==> config.mk <==
export PLATFORM = sky130hd
export DESIGN_NAME = compound_name_canonicalizer
export DESIGN_NICKNAME = d
export VERILOG_FILES = /design/src/sv/ccn_pkg.sv /design/src/sv/ccn_step.sv /design/src/sv/ccn_out_reg.sv /design/src/sv/compound_name_canonicalizer.sv
export SDC_FILE = /design/constraint.sdc
export NUM_CORES = 1
export LEC_CHECK = 0
export ABC_CLOCK_PERIOD_IN_PS = 4300
export BUFFER_PORTS_ARGS = -buffer_cell sky130_fd_sc_hd__buf_2
export CAP_MARGIN = 10
export CORE_UTILIZATION = 30
export DETAILED_ROUTE_END_ITERATION = 7
export SLEW_MARGIN = 20
export SYNTH_ARGS = -nofsm -noshare
export SYNTH_HDL_FRONTEND = slang
export SYNTH_SLANG_ARGS = --single-unit
export TNS_END_PERCENT = 10
==> constraint.sdc <==
create_clock -name clk -period 4.3 [get_ports clk]
set_input_delay 0.215 -clock clk [delete_from_list [all_inputs] [get_ports clk]]
set_output_delay 0.215 -clock clk [all_outputs]
set_load 0.01 [all_outputs]
==> src/sv/ccn_pkg.sv <==
`timescale 1ns / 1ps
// ----------------------------------------------------------------------------
// ccn_pkg: shared types and constants
// Parse phases, character codes, character classes and the result bundle
// for the compound name canonicaliser.
// ----------------------------------------------------------------------------
package ccn_pkg;

    typedef enum logic [8:0] {
        PH_LEAD        = 9'b000000001,
        PH_START       = 9'b000000010,
        PH_NAME        = 9'b000000100,
        PH_NAME_END    = 9'b000001000,
        PH_INDEX       = 9'b000010000,
        PH_INDEX_WORD  = 9'b000100000,
        PH_INDEX_CLOSE = 9'b001000000,
        PH_INDEX_END   = 9'b010000000,
        PH_SKIP        = 9'b100000000
    } phase_t;

    localparam logic [7:0] CH_DASH   = 8'h2d;
    localparam logic [7:0] CH_CARET  = 8'h5e;
    localparam logic [7:0] CH_DOLLAR = 8'h24;
    localparam logic [7:0] CH_LBRACK = 8'h5b;
    localparam logic [7:0] CH_RBRACK = 8'h5d;
    localparam logic [7:0] CH_DOT    = 8'h2e;
    localparam logic [7:0] CH_USCORE = 8'h5f;
    localparam logic [7:0] CH_SPACE  = 8'h20;
    localparam logic [7:0] CH_TAB    = 8'h09;
    localparam logic [7:0] CH_CR     = 8'h0d;
    localparam logic [7:0] CASE_GAP  = 8'h20;

    typedef struct packed {
        logic       has_char;
        logic [7:0] out_char;
        logic       finished;
        logic       ill_formed;
    } result_t;

    function automatic logic is_space(input logic [7:0] c);
        return (c == CH_SPACE) || (c inside {[CH_TAB:CH_CR]});
    endfunction

    function automatic logic is_upper(input logic [7:0] c);
        return c inside {[8'h41:8'h5a]};
    endfunction

    function automatic logic is_alpha(input logic [7:0] c);
        return is_upper(c) || (c inside {[8'h61:8'h7a]});
    endfunction

    function automatic logic is_digit(input logic [7:0] c);
        return c inside {[8'h30:8'h39]};
    endfunction

    function automatic logic is_word_start(input logic [7:0] c);
        return is_alpha(c) || (c == CH_USCORE);
    endfunction

    function automatic logic is_value_char(input logic [7:0] c);
        return is_alpha(c) || is_digit(c) || (c inside {CH_USCORE, CH_DASH, CH_CARET});
    endfunction

    function automatic logic [7:0] map_char(input logic [7:0] c, input logic lower);
        logic [7:0] m;
        m = c;
        if (lower && is_upper(c))
        begin
            m = c + CASE_GAP;
        end
        else if ((c == CH_DASH) || (c == CH_CARET))
        begin
            m = CH_USCORE;
        end
        return m;
    endfunction

endpackage

==> src/sv/ccn_step.sv <==
`timescale 1ns / 1ps
// ----------------------------------------------------------------------------
// ccn_step: per-character parse step
// Combinational next phase and result for one character against the
// current parse phase.
// ----------------------------------------------------------------------------
module ccn_step (
    input  ccn_pkg::phase_t  phase,
    input  logic [7:0]       in_char,
    input  logic             last_char,
    output ccn_pkg::phase_t  phase_next,
    output logic             res_valid,
    output ccn_pkg::result_t res
);
    import ccn_pkg::*;

    logic       emit;
    logic       fin;
    logic       bad;
    logic       skip;
    logic [7:0] oc;
    phase_t     ph;

    always_comb
    begin
        emit = 1'b0;
        fin  = 1'b0;
        bad  = 1'b0;
        oc   = 8'h00;
        ph   = phase;
        skip = 1'b0;

        case (phase)
            PH_LEAD, PH_START, PH_NAME_END, PH_INDEX, PH_INDEX_CLOSE,
            PH_INDEX_END: ;
            PH_NAME:
            begin
                if (is_value_char(in_char))
                begin
                    emit = 1'b1;
                    oc   = map_char(in_char, 1'b1);
                end
                else
                begin
                    ph = PH_NAME_END;
                end
            end
            PH_INDEX_WORD:
            begin
                if (is_value_char(in_char))
                begin
                    emit = 1'b1;
                    oc   = map_char(in_char, 1'b0);
                end
                else
                begin
                    ph = PH_INDEX_CLOSE;
                end
            end
            default: skip = 1'b1;
        endcase

        if (!emit && !is_space(in_char))
        begin
            case (ph)
                PH_LEAD, PH_START:
                begin
                    if ((ph == PH_LEAD) && (in_char == CH_DOT))
                    begin
                        emit = 1'b1;
                        oc   = in_char;
                        ph   = PH_START;
                    end
                    else if (is_word_start(in_char))
                    begin
                        emit = 1'b1;
                        oc   = map_char(in_char, 1'b1);
                        ph   = PH_NAME;
                    end
                    else
                    begin
                        fin = 1'b1;
                        bad = 1'b1;
                    end
                end
                PH_NAME_END:
                begin
                    if ((in_char == CH_LBRACK) || (in_char == CH_DOT))
                    begin
                        emit = 1'b1;
                        oc   = in_char;
                        ph   = (in_char == CH_DOT) ? PH_START : PH_INDEX;
                    end
                    else
                    begin
                        fin = 1'b1;
                    end
                end
                PH_INDEX:
                begin
                    if (is_alpha(in_char) || is_digit(in_char))
                    begin
                        emit = 1'b1;
                        oc   = in_char;
                        ph   = PH_INDEX_WORD;
                    end
                    else if (in_char == CH_DOLLAR)
                    begin
                        emit = 1'b1;
                        oc   = in_char;
                        ph   = PH_INDEX_CLOSE;
                    end
                    else if (in_char == CH_RBRACK)
                    begin
                        emit = 1'b1;
                        oc   = in_char;
                        ph   = PH_INDEX_END;
                    end
                    else
                    begin
                        fin = 1'b1;
                        bad = 1'b1;
                    end
                end
                PH_INDEX_CLOSE:
                begin
                    if (in_char == CH_RBRACK)
                    begin
                        emit = 1'b1;
                        oc   = in_char;
                        ph   = PH_INDEX_END;
                    end
                    else
                    begin
                        fin = 1'b1;
                        bad = 1'b1;
                    end
                end
                PH_INDEX_END:
                begin
                    if (in_char == CH_DOT)
                    begin
                        emit = 1'b1;
                        oc   = in_char;
                        ph   = PH_START;
                    end
                    else
                    begin
                        fin = 1'b1;
                    end
                end
                default: ;
            endcase
        end

        if (!fin && last_char)
        begin
            fin = 1'b1;
            bad = !((ph == PH_NAME) || (ph == PH_NAME_END) || (ph == PH_INDEX_END));
        end

        if (fin)
        begin
            ph = last_char ? PH_LEAD : PH_SKIP;
        end

        // ignore phase: swallow everything up to the end of the string
        if (skip)
        begin
            emit = 1'b0;
            fin  = 1'b0;
            bad  = 1'b0;
            oc   = 8'h00;
            ph   = last_char ? PH_LEAD : PH_SKIP;
        end
    end

    assign phase_next     = ph;
    assign res_valid      = emit || fin;
    assign res.has_char   = emit;
    assign res.out_char   = emit ? oc : 8'h00;
    assign res.finished   = fin;
    assign res.ill_formed = fin && bad;

endmodule

==> src/sv/ccn_out_reg.sv <==
`timescale 1ns / 1ps
// ----------------------------------------------------------------------------
// ccn_out_reg: result register
// Holds one result for the output channel and reports when it can take
// the next one.
// ----------------------------------------------------------------------------
module ccn_out_reg (
    input  logic             clk,
    input  logic             rst_n,
    input  logic             load,
    input  ccn_pkg::result_t res,
    output logic             can_load,
    output logic             out_valid,
    input  logic             out_ready,
    output ccn_pkg::result_t out_res
);
    import ccn_pkg::*;

    logic    valid_reg;
    logic    valid_next;
    result_t res_reg;

    assign can_load   = !valid_reg || out_ready;
    assign valid_next = load ? 1'b1 : (out_ready ? 1'b0 : valid_reg);

    always_ff @(posedge clk or negedge rst_n)
    begin
        if (!rst_n)
        begin
            valid_reg <= 1'b0;
        end
        else
        begin
            valid_reg <= valid_next;
        end
    end

    always_ff @(posedge clk)
    begin
        if (load)
        begin
            res_reg <= res;
        end
    end

    assign out_valid = valid_reg;
    assign out_res   = res_reg;

endmodule

==> src/sv/compound_name_canonicalizer.sv <==
`timescale 1ns / 1ps
// ----------------------------------------------------------------------------
// compound_name_canonicalizer: streaming compound name canonicaliser
// Input channel (in_valid/in_ready): one raw character per transfer, with
// last_char marking the final character of a name string.
// Output channel (out_valid/out_ready): at most one result per character:
// has_char/out_char carry the canonical character, finished/ill_formed
// report the end of the name and its syntax. Dropped whitespace and
// characters after the name has ended produce no transfer.
// Path: each character is captured in the input register, and its result
// is then loaded into the result register.
// Throughput: one character per cycle while out_ready does not hold the output,
// set by the phase update between the input register and the result register.
// Stall: while the result register is held by out_ready low, the input
// register holds and in_ready drops once it is full.
// Reset: both registers empty, parser at the start of a new name.
// ----------------------------------------------------------------------------
module compound_name_canonicalizer (
    input  logic       clk,
    input  logic       rst_n,
    input  logic       in_valid,
    output logic       in_ready,
    input  logic [7:0] in_char,
    input  logic       last_char,
    output logic       out_valid,
    input  logic       out_ready,
    output logic       has_char,
    output logic [7:0] out_char,
    output logic       finished,
    output logic       ill_formed
);
    import ccn_pkg::*;

    logic       s1_valid_reg;
    logic       s1_valid_next;
    logic [7:0] s1_char_reg;
    logic       s1_last_reg;
    phase_t     phase_reg;
    phase_t     phase_next;
    phase_t     step_phase;
    logic       step_valid;
    result_t    step_res;
    result_t    out_res;
    logic       can_load;
    logic       s1_adv;
    logic       in_xfer;

    assign s1_adv        = s1_valid_reg && can_load;
    assign in_ready      = !s1_valid_reg || can_load;
    assign in_xfer       = in_valid && in_ready;
    assign s1_valid_next = in_xfer ? 1'b1 : (s1_adv ? 1'b0 : s1_valid_reg);
    assign phase_next    = s1_adv ? step_phase : phase_reg;

    always_ff @(posedge clk or negedge rst_n)
    begin
        if (!rst_n)
        begin
            s1_valid_reg <= 1'b0;
            phase_reg    <= PH_LEAD;
        end
        else
        begin
            s1_valid_reg <= s1_valid_next;
            phase_reg    <= phase_next;
        end
    end

    always_ff @(posedge clk)
    begin
        if (in_xfer)
        begin
            s1_char_reg <= in_char;
            s1_last_reg <= last_char;
        end
    end

    ccn_step u_step (
        .phase      (phase_reg),
        .in_char    (s1_char_reg),
        .last_char  (s1_last_reg),
        .phase_next (step_phase),
        .res_valid  (step_valid),
        .res        (step_res)
    );

    ccn_out_reg u_out (
        .clk       (clk),
        .rst_n     (rst_n),
        .load      (s1_adv && step_valid),
        .res       (step_res),
        .can_load  (can_load),
        .out_valid (out_valid),
        .out_ready (out_ready),
        .out_res   (out_res)
    );

    assign has_char   = out_res.has_char;
    assign out_char   = out_res.out_char;
    assign finished   = out_res.finished;
    assign ill_formed = out_res.ill_formed;

`ifndef NO_ASSERTIONS
    a_bad_needs_fin: assert property (@(posedge clk) disable iff (!rst_n)
        out_valid |-> (!ill_formed || finished))
        else $error("ill_formed without finished");

    a_no_empty: assert property (@(posedge clk) disable iff (!rst_n)
        out_valid |-> (has_char || finished))
        else $error("empty result transfer");

    a_char_zero: assert property (@(posedge clk) disable iff (!rst_n)
        (out_valid && !has_char) |-> (out_char == 8'h00))
        else $error("out_char not zero without has_char");

    a_last_restart: assert property (@(posedge clk) disable iff (!rst_n)
        (s1_adv && s1_last_reg) |=> (phase_reg == PH_LEAD))
        else $error("parser not restarted after last character");
`endif

endmodule

Word-level counts from Yosys, hierarchy flattened
Cells that the tools add are included.
{ "word_totals": {"wordCells": 140, "output_inout_bits": 13, "reg_bits": 31} }
{ "classes": {"mux": 61, "reduce_logical": 36, "magnitude_cmp": 8, "n_addsub": 1, "n_eq_ne": 25} }
{ "op_table": {"columns": ["op", "n"], "rows": [
  ["$mux 9", 13],
  ["$mux 8", 12],
  ["$pmux 9 s5", 1],
  ["$pmux 8 s5", 1],
  ["$eq 8x6->1 const B", 4],
  ["$eq 8x7->1 const B", 4],
  ["$mux 1", 28],
  ["$eq 9x4->1 const B", 3],
  ["$eq 9x8->1 const B", 3],
  ["$eq 9x1->1 const B", 2],
  ["$eq 9x2->1 const B", 2],
  ["$eq 9x3->1 const B", 2],
  ["$eq 9x5->1 const B", 2],
  ["$eq 9x7->1 const B", 2],
  ["$pmux 9 s2", 1],
  ["$ge 8x7->1 const B", 2],
  ["$le 8x7->1 const B", 2],
  ["$pmux 8 s2", 1],
  ["$logic_or 1x1->1", 12],
  ["$logic_and 1x1->1", 11],
  ["$pmux 1 s5", 2],
  ["$eq 9x6->1 const B", 1],
  ["$add 8x6->8 const B", 1],
  ["$ge 8x4->1 const B", 1],
  ["other kinds (11)", 18]
]} }

Depth between registers and ports, before layout
Gate-level depths: netlist of run 1.
{ "logic_depth": {"depth_word": 19, "mapped_depth": 12, "depth_no_buf": 11} }

Cells and area by module
A second synthesis of run 1 with hierarchy kept.
{ "unflattened": {"cells_unflattened": 279, "area_unflattened_um2": 2538.7} }
{ "by_module_without_submodules": {"columns": ["mod", "n_inst", "area_each_um2", "cells_each", "seq_area_each_um2"], "rows": [
  ["ccn_step", 1, 1506.4, 232, 0.0],
  ["compound_name_canonicalizer", 1, 654.4, 33, 521.8],
  ["ccn_out_reg", 1, 377.9, 14, 355.3]
]} }

Least setup slack after synthesis of run 1
No wires, ideal clock.
{ "synth_path": {"path_kind": "flip-flop to flip-flop", "startpoint": "register s1_char_reg[5]", "endpoint": "register u_out.res_reg, in the netlist u_out.out_res[0], enable pin", "t_arrival_ns": 2.572, "setup_ns": 0.323, "setup_slack_ns": 1.406, "synth_period_minus_slack_ns": 2.894, "t_required_ns": 3.977, "stages_incl_launch_ff": 10, "cell_sequence": "edfxtp_1 nand4bb_2 o221ai_2 a221oi_4 or3_1 buf_6 or2_4 a41o_4 a21boi_2 o21ba_2"} }
{ "synth_rtl": {"columns": ["element", "line", "text"], "rows": [
  ["from (decl)", "compound_name_canonicalizer.sv:36", "logic [7:0] s1_char_reg;"],
  ["from (signal assigned)", "compound_name_canonicalizer.sv:72", "s1_char_reg <= in_char;"],
  ["to (signal assigned)", "ccn_out_reg.sv:42", "res_reg <= res;"],
  ["to (decl)", "ccn_out_reg.sv:21", "result_t res_reg;"]
]} }

==> reports/results.ini, run 1 <==
[outcome]
outcome = finished clean

[setup_path]
reg2reg_slack_ns = 0.86
end_kind = flip-flop
crit_fanout = 17
rr_worst_depth = 8
worstPathArrival_ns = 3.41
worstSetupPathType = flip-flop to flip-flop
r2r-end = u_out.out_res[6]
required_ns = 4.27
r2r-start = s1_char_reg[5]
start_kind = flip-flop

[synth]
synth_area_mm2 = 0.00249
seq_area_frac_synth_pct = 35.2
synthCells = 282
synthArstFlopShare_pct = 35.5
yosysTopAreaCell = edfxtp_1
synth_common_cells = nand2_1, nor2_1, o21ai_0
synth_most_common_cell = nand2_1
ys.warnings.count = 0
ys_seq_elements = 31
synth_top_area_share_pct = 24.1
synth_nets = 298
ys.flop_type = edfxtp_1
synth_area_leaders = edfxtp_1, dfrtp_1, nand2_1
syn_area_per_cell_um2 = 8.82
synthDistinctLibCells = 69
synth_edf_count = 20

[sta]
max_freq_mhz = 291
setup_viol = 0
tightest_slew_ns = 0.561
maxSlewHeadroom_pct = 62.1
finalHoldViolCount = 0
layout_min_cycle_time_ns = 3.44
setup_tns_ns = 0
clock_skew_ns = 0.0105
slew_viol_final = 0
grt_setup_unrepaired = no
min_period_over_period_pct = 80.0

[clock_tree]
clockRootBuffer = clkbuf_8
cts_buffer_depth = 2
insertion_delay_ns = 0.29
h-tree-depth = 2
cts_setup_buffers = 0
numClockSinks = 31
cts_resized = 0
clk_pin_slew_ns = 0.07
numCtsBuffers = 5
cts_tree = yes

[final_layout]
largest_reg_flops = 11
nets = 316
fin_cells = 403
antenna_cells = 0
area_growth_pct = 10.7
drive_gt1_share_pct = 21.6

[floorplan]
ioPinCount = 26
die_y_um = 93.1
core_mm2 = 0.00789
start_util_pct = 31.6
rows = 32
die_w_um = 93.1
die_area_mm2 = 0.00866

[worst_hold_path]
worst_hold_path.num_cells = 1
whs_endpoint = s1_last_reg
hp-class = input pin to flip-flop
min-delay-start = last_char

[global_route]
grt_max_degree = 18
grt_pass1_wl_mm = 10.9
grtUsageTotal_pct = 16.1
grt-ovfl-total = 0
grt_pass1_vias = 2126
antenna_found_initial = 0

[placement]
dp_hpwl_mm = 5.04
place.gp.congestion = 0.917
placedCellCount = 394
io_buffers = 25

[detailed_routing]
drtPass1Iterations = 5
via_per_inst = 5.83
vias = 2351
drc = 0
routed_wl_mm = 6.57
wl_per_cell_um = 16.3
drtIter0Drc = 344
ant_nets = 0

[power]
p_leak_nw = 1.07
powerDensity_mw_per_mm2 = 410
vdd_drop_max_mv = 0.148

[job]
cap_violations = 0

## cells in the final DEF, fill, tap and decap left out, types with 4 or more instances in the layout
master     n
a21oi_1   16
a22o_1     8
a31oi_1    6
and2_1     4
and4bb_2   4
buf_2     25
clkbuf_8   6
dfrtp_1   10
edfxtp_1  20
inv_1      9
nand2_1   31
nand3_1    5
nand4_1    6
nor2_1    30
nor3_1     5
nor4_1     4
o21ai_0   21
o22ai_1    5
or2_2      4
## per-stage QoR
step	hold WS (ns)	worst slack [ns]	utilization, %	cell area [µm²]	total power [mW]
6_report	0.0932	0.860	34.9	2760	1.13
3_5_place_dp	0.105	0.905	33.6	2650	0.891
3_3_place_gp	0.0984	0.993	33.6	2650	0.890
2_1_floorplan	-0.0806	1.41	-	2490	0.775
5_1_grt	0.0848	0.645	34.9	2760	1.20
4_1_cts	0.0931	0.895	34.9	2760	1.13
## layer usage
metal	GRT usage, %	vias up	wire [µm]
met3	3.25	16	533
met2	23.8	118	2860
met5	0	-	0
met1	23.0	1113	3010
li1	-	1104	-
met4	5.77	0	160
## final cells by class
type	count	area, µm²
sequential	31	877
clock buffer	6	82.6
inverter	9	33.8
fill	819	5130
clock inverter	2	11.3
tap	102	128
multi-input combinational	226	1480
timing repair buffer	27	143
## cell families after synthesis
group | Yosys count | synth area share [%]
simple gates | 131 | 31.3
compound gates | 88 | 25.2
flops | 31 | 35.2
buf+inv | 25 | 5.28
xor+xnor | 4 | 1.41
fa+ha+maj | 3 | 1.51
## power breakdown
| group | switching, mW | internal [mW] | leakage (nW) |
|---|---|---|---|
| clock | 0.112 | 0.128 | 0.0449 |
| sequential | 0.0541 | 0.387 | 0.337 |
| combinational | 0.276 | 0.174 | 0.684 |
## critical path, stage by stage, from the launching register on
cell and delay [ns]:
edfxtp_1 0.60, and4bb_2 0.35, a22oi_1 0.42, o211ai_1 0.31, nor3_2 0.39, o21ai_0 0.18
a41o_4 0.35, a21boi_2 0.19, o21ba_2 0.33
## timing repair
action | 4_1_cts | 5_1_grt
hold endpoints to repair | 10 | 0
setup endpoints to repair | 0 | 0
hold buffers | 1 | 0
## how the worst max path moves through the flow
| stage | startpoint | end | slack, ns | cells past startpoint |
|---|---|---|---|---|
| 2_1_floorplan | s1_char_reg[5] | u_out.out_res[0] | 1.41 | 9 |
| 5_1_grt | s1_char_reg[6] | u_out.out_res[7] | 0.65 | 10 |
| 6_report | s1_char_reg[5] | u_out.out_res[6] | 0.86 | 8 |
| 3_3_place_gp | s1_char_reg[6] | u_out.out_res[9] | 0.99 | 10 |
| 3_5_place_dp | s1_char_reg[5] | u_out.out_res[9] | 0.91 | 8 |
| 4_1_cts | s1_char_reg[5] | u_out.out_res[9] | 0.89 | 8 |
(Power assumes the default switching activity.)
==> run 2, diff against run 1 <==
--- a/config.mk
+++ b/config.mk
@@ -5,7 +5,7 @@
 export SDC_FILE = /design/constraint.sdc
 export NUM_CORES = 1
 export LEC_CHECK = 0
-export ABC_CLOCK_PERIOD_IN_PS = 4300
+export ABC_CLOCK_PERIOD_IN_PS = 3200
 export BUFFER_PORTS_ARGS = -buffer_cell sky130_fd_sc_hd__buf_2
 export CAP_MARGIN = 10
 export CORE_UTILIZATION = 30
==> constraint.sdc (replaced) <==
create_clock -name clk -period 3.2 [get_ports clk]
set_input_delay 0.16 -clock clk [delete_from_list [all_inputs] [get_ports clk]]
set_output_delay 0.16 -clock clk [all_outputs]
set_load 0.01 [all_outputs]
==> run 2 against run 1 <==
Cell count grew 9.4%. Global-route usage is 1.9 points higher. Highest routed layer unchanged. First-iteration DRC count is 4.4% lower. Wire length rose by 14%. Sequential power is 32% higher. Flip-flop and latch count stayed put. Sequential share of layout area down 3.4 points. Non-clock buffer count increased by 38. Critical path type unchanged. Clock skew grew 0.0054 ns. Clock power increased by 61%. Worst hold slack worse by 0.063 ns. Design area up 12%.
==> reports/results.ini, run 2 (synthesis gave the netlist of run 1 again) <==
[clock_tree]
clockRootBuffer = clkbuf_8
h-tree-depth = 2  ; unchanged
clk_pin_slew_ns = 0.08  ; about the same
numCtsBuffers = 5  ; unchanged
numClockSinks = 31  ; unchanged
cts_buffer_depth = 2  ; unchanged
cts_tree = yes
insertion_delay_ns = 0.30  ; about the same

[worst_hold_path]
hp-class = input pin to flip-flop

[placement]
dpl_worst_slack_ns = -0.0533  ; -0.959 ns
placedCellCount = 426  ; +8.1%
io_buffers = 25  ; unchanged
place.gp.congestion = 0.975  ; +6.3%
dp_hpwl_mm = 5.83  ; +16%

[detailed_routing]
drtPass1Iterations = 7  ; +2
drtIter0Drc = 329  ; -4.4%
vias = 2486  ; +5.7%
drc = 0  ; unchanged
via_per_inst = 5.64  ; -3.4%
wl_per_cell_um = 16.9  ; +4.0%
ant_nets = 0  ; unchanged
routed_wl_mm = 7.47  ; +14%

[global_route]
grt_max_degree = 13  ; -5
use_met3_pct = 3.74  ; +0.49 points
antenna_found_initial = 0  ; unchanged
grt-ovfl-total = 0  ; unchanged
grt_pass1_wl_mm = 11.9  ; +9.4%
grt_pass1_vias = 2292  ; +7.8%
grt_use_met1_pct = 25.8  ; +2.7 points
grtUsageTotal_pct = 17.9  ; +1.9 points
top_usage_layer = met2
met2_usage_pct = 26.6  ; +2.8 points

[setup_path]
crit_fanout = 10  ; -7
worstSetupPathType = flip-flop to flip-flop
start_kind = flip-flop
required_ns = 3.22  ; -1.05 ns
end_kind = flip-flop
worstPathArrival_ns = 3.10  ; -0.31 ns

[final_layout]
utilization_pct = 39.1  ; +4.1 points
fill_cells = 800  ; -2.3%
nets = 354  ; +12%
drive_gt1_share_pct = 31.6  ; +10 points
layout_commonest_cell = buf_4
antenna_cells = 0  ; unchanged
area_growth_pct = 23.8
fin_cells = 441  ; +9.4%
final_cell_mix = buf_4, nand2_1, nor2_1
largest_reg_flops = 11  ; unchanged

[sta]
slew_viol_final = 0  ; unchanged
setup_viol = 0  ; unchanged
clock_skew_ns = 0.0158  ; +0.00537 ns
max_freq_mhz = 325  ; +12%
grt_setup_unrepaired = yes
setup_tns_ns = 0  ; unchanged
tightest_slew_ns = 0.602  ; +0.0406 ns
min_period_over_period_pct = 96.1  ; +16 points
maxSlewHeadroom_pct = 59.6  ; -2.5 points
finalHoldViolCount = 0  ; unchanged
layout_min_cycle_time_ns = 3.08  ; -0.365 ns
setup_ws_ns = 0.124  ; -0.735 ns

[floorplan]
ioPinCount = 26  ; unchanged
rows = 32  ; unchanged
die_area_mm2 = 0.00866  ; unchanged
die_w_um = 93.1  ; unchanged
die_y_um = 93.1  ; unchanged
start_util_pct = 31.6  ; unchanged
core_mm2 = 0.00789  ; unchanged

[power]
powerDensity_mw_per_mm2 = 550  ; +34%
p_leak_nw = 1.26  ; +18%
vdd_drop_max_mv = 0.211  ; +43%

[job]
cap_violations = 0  ; unchanged

[outcome]
outcome = finished clean

run 2: cell count changes in the layout (fill, tap and decap cells not counted), sizes merged:
cell / before / now
clkbuf: 6 / 7
buf: 26 / 64
clkinvlp: 1 / 0
run 2: per-stage QoR:
step	instance area [µm²]	hold slack (ns)	power [mW]
final	3080	0.0306	1.69
after global routing	3080	0.0179	1.79
after CTS	3040	0.0316	1.67
after global placement	2890	0.0498	1.28
after floorplan	2490	-0.136	1.04
after detailed placement	2890	0.0557	1.28
run 2: critical path, stage by stage (launching register included):
cell and delay [ns]:
edfxtp_1 0.52, and4bb_2 0.31, a22oi_1 0.38, o211ai_1 0.32, o31ai_2 0.31, and2_1 0.28, nand3_1 0.10, a21o_1 0.21
nor3_1 0.23, a31oi_1 0.15
run 2: layer usage:
layer / part of all wire [%] / vias up
li1: - / 1185
met1: 45 / 1158
met4: 2.3 / 0
met3: 8.0 / 20
met2: 44 / 123
met5: 0 / -
run 2: layout make-up:
| class | instances | area [µm²] | share of cell area, % |
|---|---|---|---|
| inverters | 9 | 33.8 | 1.10 |
| clock inverters | 1 | 5.00 | 0.162 |
| multi-input cells | 226 | 1500 | 48.7 |
| well taps | 102 | 128 | 4.14 |
| repair buffers | 65 | 428 | 13.9 |
| flip-flops and latches | 31 | 877 | 28.5 |
| clock buffers | 7 | 108 | 3.49 |
run 2: power by group:
part	switching, mW	internal (mW)
combinational	0.420	0.307
clock	0.164	0.221
sequential	0.0634	0.519
total	0.647	1.05
run 2: path summary, 6_finish.rpt:
check	startpoint	endpoint	slack [ns]	cells after the start
worst min register to register	phase_reg[7]	phase_reg[7]	0.56	2
worst max register to register	s1_char_reg[5]	u_out.out_res[0]	0.12	9
max in group asynchronous	rst_n	phase_reg[0]	2.66	2
worst min-delay path	last_char	s1_last_reg	0.03	1
min in group asynchronous	rst_n	phase_reg[7]	0.26	2
worst max-delay path	s1_char_reg[5]	u_out.out_res[0]	0.12	9
run 2: what timing repair did:
| item | CTS | global route |
|---|---|---|
| pin swaps | 0 | 1 |
| hold buffers | 1 | 0 |
| resized for setup | 0 | 5 |
| setup endpoints to repair | 12 | 13 |
| buffers inserted | 3 | 3 |
| hold endpoints to repair | 11 | 0 |
==> run 3, diff against run 2 <==
--- a/config.mk
+++ b/config.mk
@@ -10,6 +10,7 @@
 export CAP_MARGIN = 10
 export CORE_UTILIZATION = 30
 export DETAILED_ROUTE_END_ITERATION = 7
+export MAX_ROUTING_LAYER = met4
 export SLEW_MARGIN = 20
 export SYNTH_ARGS = -nofsm -noshare
 export SYNTH_HDL_FRONTEND = slang
==> run 3 against run 2 <==
Fmax down 1.2%. Combinational power up 1%. Total power down 4.6%. Non-clock buffer count up 1. Die area unchanged. Clock skew down 0.0044 ns. Via count up 0.72%. Worst hold slack better by 0.012 ns. Setup slack worse by 0.037 ns.
==> reports/results.ini, run 3 (synthesis gave the netlist of run 1 again) <==
[clock_tree]
clk_pin_slew_ns = 0.07  ; about the same
h-tree-depth = 2  ; unchanged
cts_tree = yes
cts_buffer_depth = 2  ; unchanged
insertion_delay_ns = 0.29  ; about the same
numClockSinks = 31  ; unchanged
numCtsBuffers = 5  ; unchanged
clockRootBuffer = clkbuf_8

[final_layout]
antenna_cells = 0  ; unchanged
ff_latch_area_um2 = 877  ; unchanged
utilization_pct = 39.1  ; about the same
area_growth_pct = 23.8  ; about the same
layout_commonest_cell = buf_4
nets = 355  ; +0.28%
fill_cells = 791  ; -1.1%
final_area_mm2 = 0.00308  ; about the same
final_cell_mix = buf_4, nand2_1, nor2_1
fin_cells = 442  ; +0.23%
largest_reg_flops = 11  ; unchanged
multi_input_area_mm2 = 0.00153  ; +1.7%
drive_gt1_share_pct = 32.1  ; +0.50 points

[sta]
clock_skew_ns = 0.0114  ; -0.00444 ns
max_freq_mhz = 321  ; -1.2%
grt_setup_unrepaired = yes
finalHoldViolCount = 0  ; unchanged
layout_min_cycle_time_ns = 3.11  ; +0.0366 ns
setup_viol = 0  ; unchanged
slew_viol_final = 0  ; unchanged
maxSlewHeadroom_pct = 65.4  ; +5.8 points
min_period_over_period_pct = 97.3  ; +1.1 points
tightest_slew_ns = 0.520  ; -0.0825 ns

[setup_path]
cp_slowest_cell = edfxtp_1
start_kind = flip-flop
max_stage_delay_ns = 0.53  ; about the same
r2r-end = u_out.out_valid
rr_worst_depth = 11  ; +2
end_kind = flip-flop
required_ns = 3.38  ; +0.16 ns
cp_common_cell = buf_4
r2r-start = s1_char_reg[4]
crit_chain = buf_4, nor3_2, nand4_1, or4_1, nand2_1, or2_4, a41o_4, a21boi_2, buf_4, o41a_1, or2_1
crit_fanout = 8  ; -2
worstSetupPathType = flip-flop to flip-flop
reg2reg_slack_ns = 0.09  ; -0.04 ns
worstPathArrival_ns = 3.29  ; +0.19 ns

[detailed_routing]
routed_wl_mm = 7.35  ; -1.7%
wl_per_cell_um = 16.6  ; -1.9%
vias = 2504  ; +0.72%
via_per_inst = 5.67  ; +0.50%
drtPass1Iterations = 8  ; +1
ant_nets = 0  ; unchanged
drtIter0Drc = 303  ; -7.9%
drc = 0  ; unchanged

[global_route]
grt_max_degree = 13  ; unchanged
grt_pass1_vias = 2354  ; +2.7%
antenna_found_initial = 0  ; unchanged
grtUsageTotal_pct = 18.2  ; +0.24 points
grt_pass1_wl_mm = 11.9  ; unchanged
grt-ovfl-total = 0  ; unchanged

[placement]
io_buffers = 25  ; unchanged
placedCellCount = 426  ; unchanged
dp_hpwl_mm = 5.69  ; -2.4%
place.gp.congestion = 0.985  ; +1.0%
dpl_cell_area_mm2 = 0.00289  ; unchanged

[power]
p_leak_nw = 1.26  ; about the same
vdd_drop_max_mv = 0.194  ; -8.0%
powerDensity_mw_per_mm2 = 525  ; -4.6%

[floorplan]
ioPinCount = 26  ; unchanged
die_area_mm2 = 0.00866  ; unchanged
die_y_um = 93.1  ; unchanged
rows = 32  ; unchanged
die_w_um = 93.1  ; unchanged
core_mm2 = 0.00789  ; unchanged
start_util_pct = 31.6  ; unchanged

[worst_hold_path]
whs_endpoint = s1_char_reg[5]
worst_hold_path.num_cells = 1  ; unchanged
min-delay-start = in_char[5]
hp-class = input pin to flip-flop

[outcome]
outcome = finished clean

[job]
cap_violations = 0  ; unchanged

==> run 3: cell count changes in the layout (fill, tap and decap cells not counted), sizes merged <==
cell,before,now
buf,64,65
==> run 3: worst max-delay path, delay by kind of cell (launching register included) <==
kind,cells,cell delay [ns]
and+or+nand+nor,6,1.40
AOI/OAI and AO/OA,3,0.74
DFF,1,0.53
buffers and inverters,2,0.34
==> run 3: repair_timing <==
| item | 4_1_cts | 5_1_grt |
|---|---|---|
| pin swaps | 0 | 1 |
| endpoints found under the setup margin | 11 | 15 |
| buffers inserted | 2 | 5 |
| hold buffers | 1 | 0 |
| resized for setup | 0 | 9 |
| hold endpoints to repair | 11 | 0 |
==> run 3: routing by layer <==
metal | vias up | wire length, µm | global-route usage (%)
met1 | 1144 | 3100 | 24.0
li1 | 1184 | - | -
met5 | - | 0 | -
met3 | 23 | 692 | 3.58
met2 | 153 | 3360 | 27.2
met4 | 0 | 193 | 7.56
==> run 3: where the power goes <==
| group | leakage, nW | total [mW] | switching, mW | internal (mW) |
|---|---|---|---|---|
| Combinational | 0.882 | 0.734 | 0.421 | 0.313 |
| Sequential | 0.337 | 0.580 | 0.0609 | 0.520 |
| Clock | 0.0422 | 0.303 | 0.150 | 0.152 |
==> run 3: cell type report <==
| class | instances | share of cell area, % |
|---|---|---|
| multi-input combinational | 226 | 49.5 |
| sequential | 31 | 28.5 |
| timing repair buffer | 66 | 14.1 |
| tap | 102 | 4.14 |
| clock buffer | 7 | 2.48 |
| inverter | 9 | 1.10 |
| clock inverter | 1 | 0.162 |
==> run 3: worst max path at each step <==
stage / slack, ns / to / start / depth (start not counted)
2_1_floorplan: 0.31 / u_out.out_res[0] / s1_char_reg[5] / 9
3_3_place_gp: -0.04 / u_out.out_res[9] / s1_char_reg[6] / 11
3_5_place_dp: 0.006 / u_out.out_res[9] / s1_char_reg[6] / 11
4_1_cts: 0.02 / u_out.out_res[9] / s1_char_reg[2] / 11
5_1_grt: -0.005 / u_out.out_valid / s1_char_reg[0] / 10
6_report: 0.09 / u_out.out_valid / s1_char_reg[4] / 11
==> run 3: stage by stage <==
stage | setup TNS [ns] | hold slack [ns] | power [mW] | setup slack (ns)
floorplan | 0 | -0.136 | 1.04 | 0.306
global placement | -0.517 | 0.0456 | 1.28 | -0.0434
detailed placement | 0 | 0.0488 | 1.27 | 0.00579
CTS | 0 | 0.0399 | 1.58 | 0.0191
global route | -0.00521 | 0.0388 | 1.71 | -0.00521
finish | 0 | 0.0428 | 1.62 | 0.0878
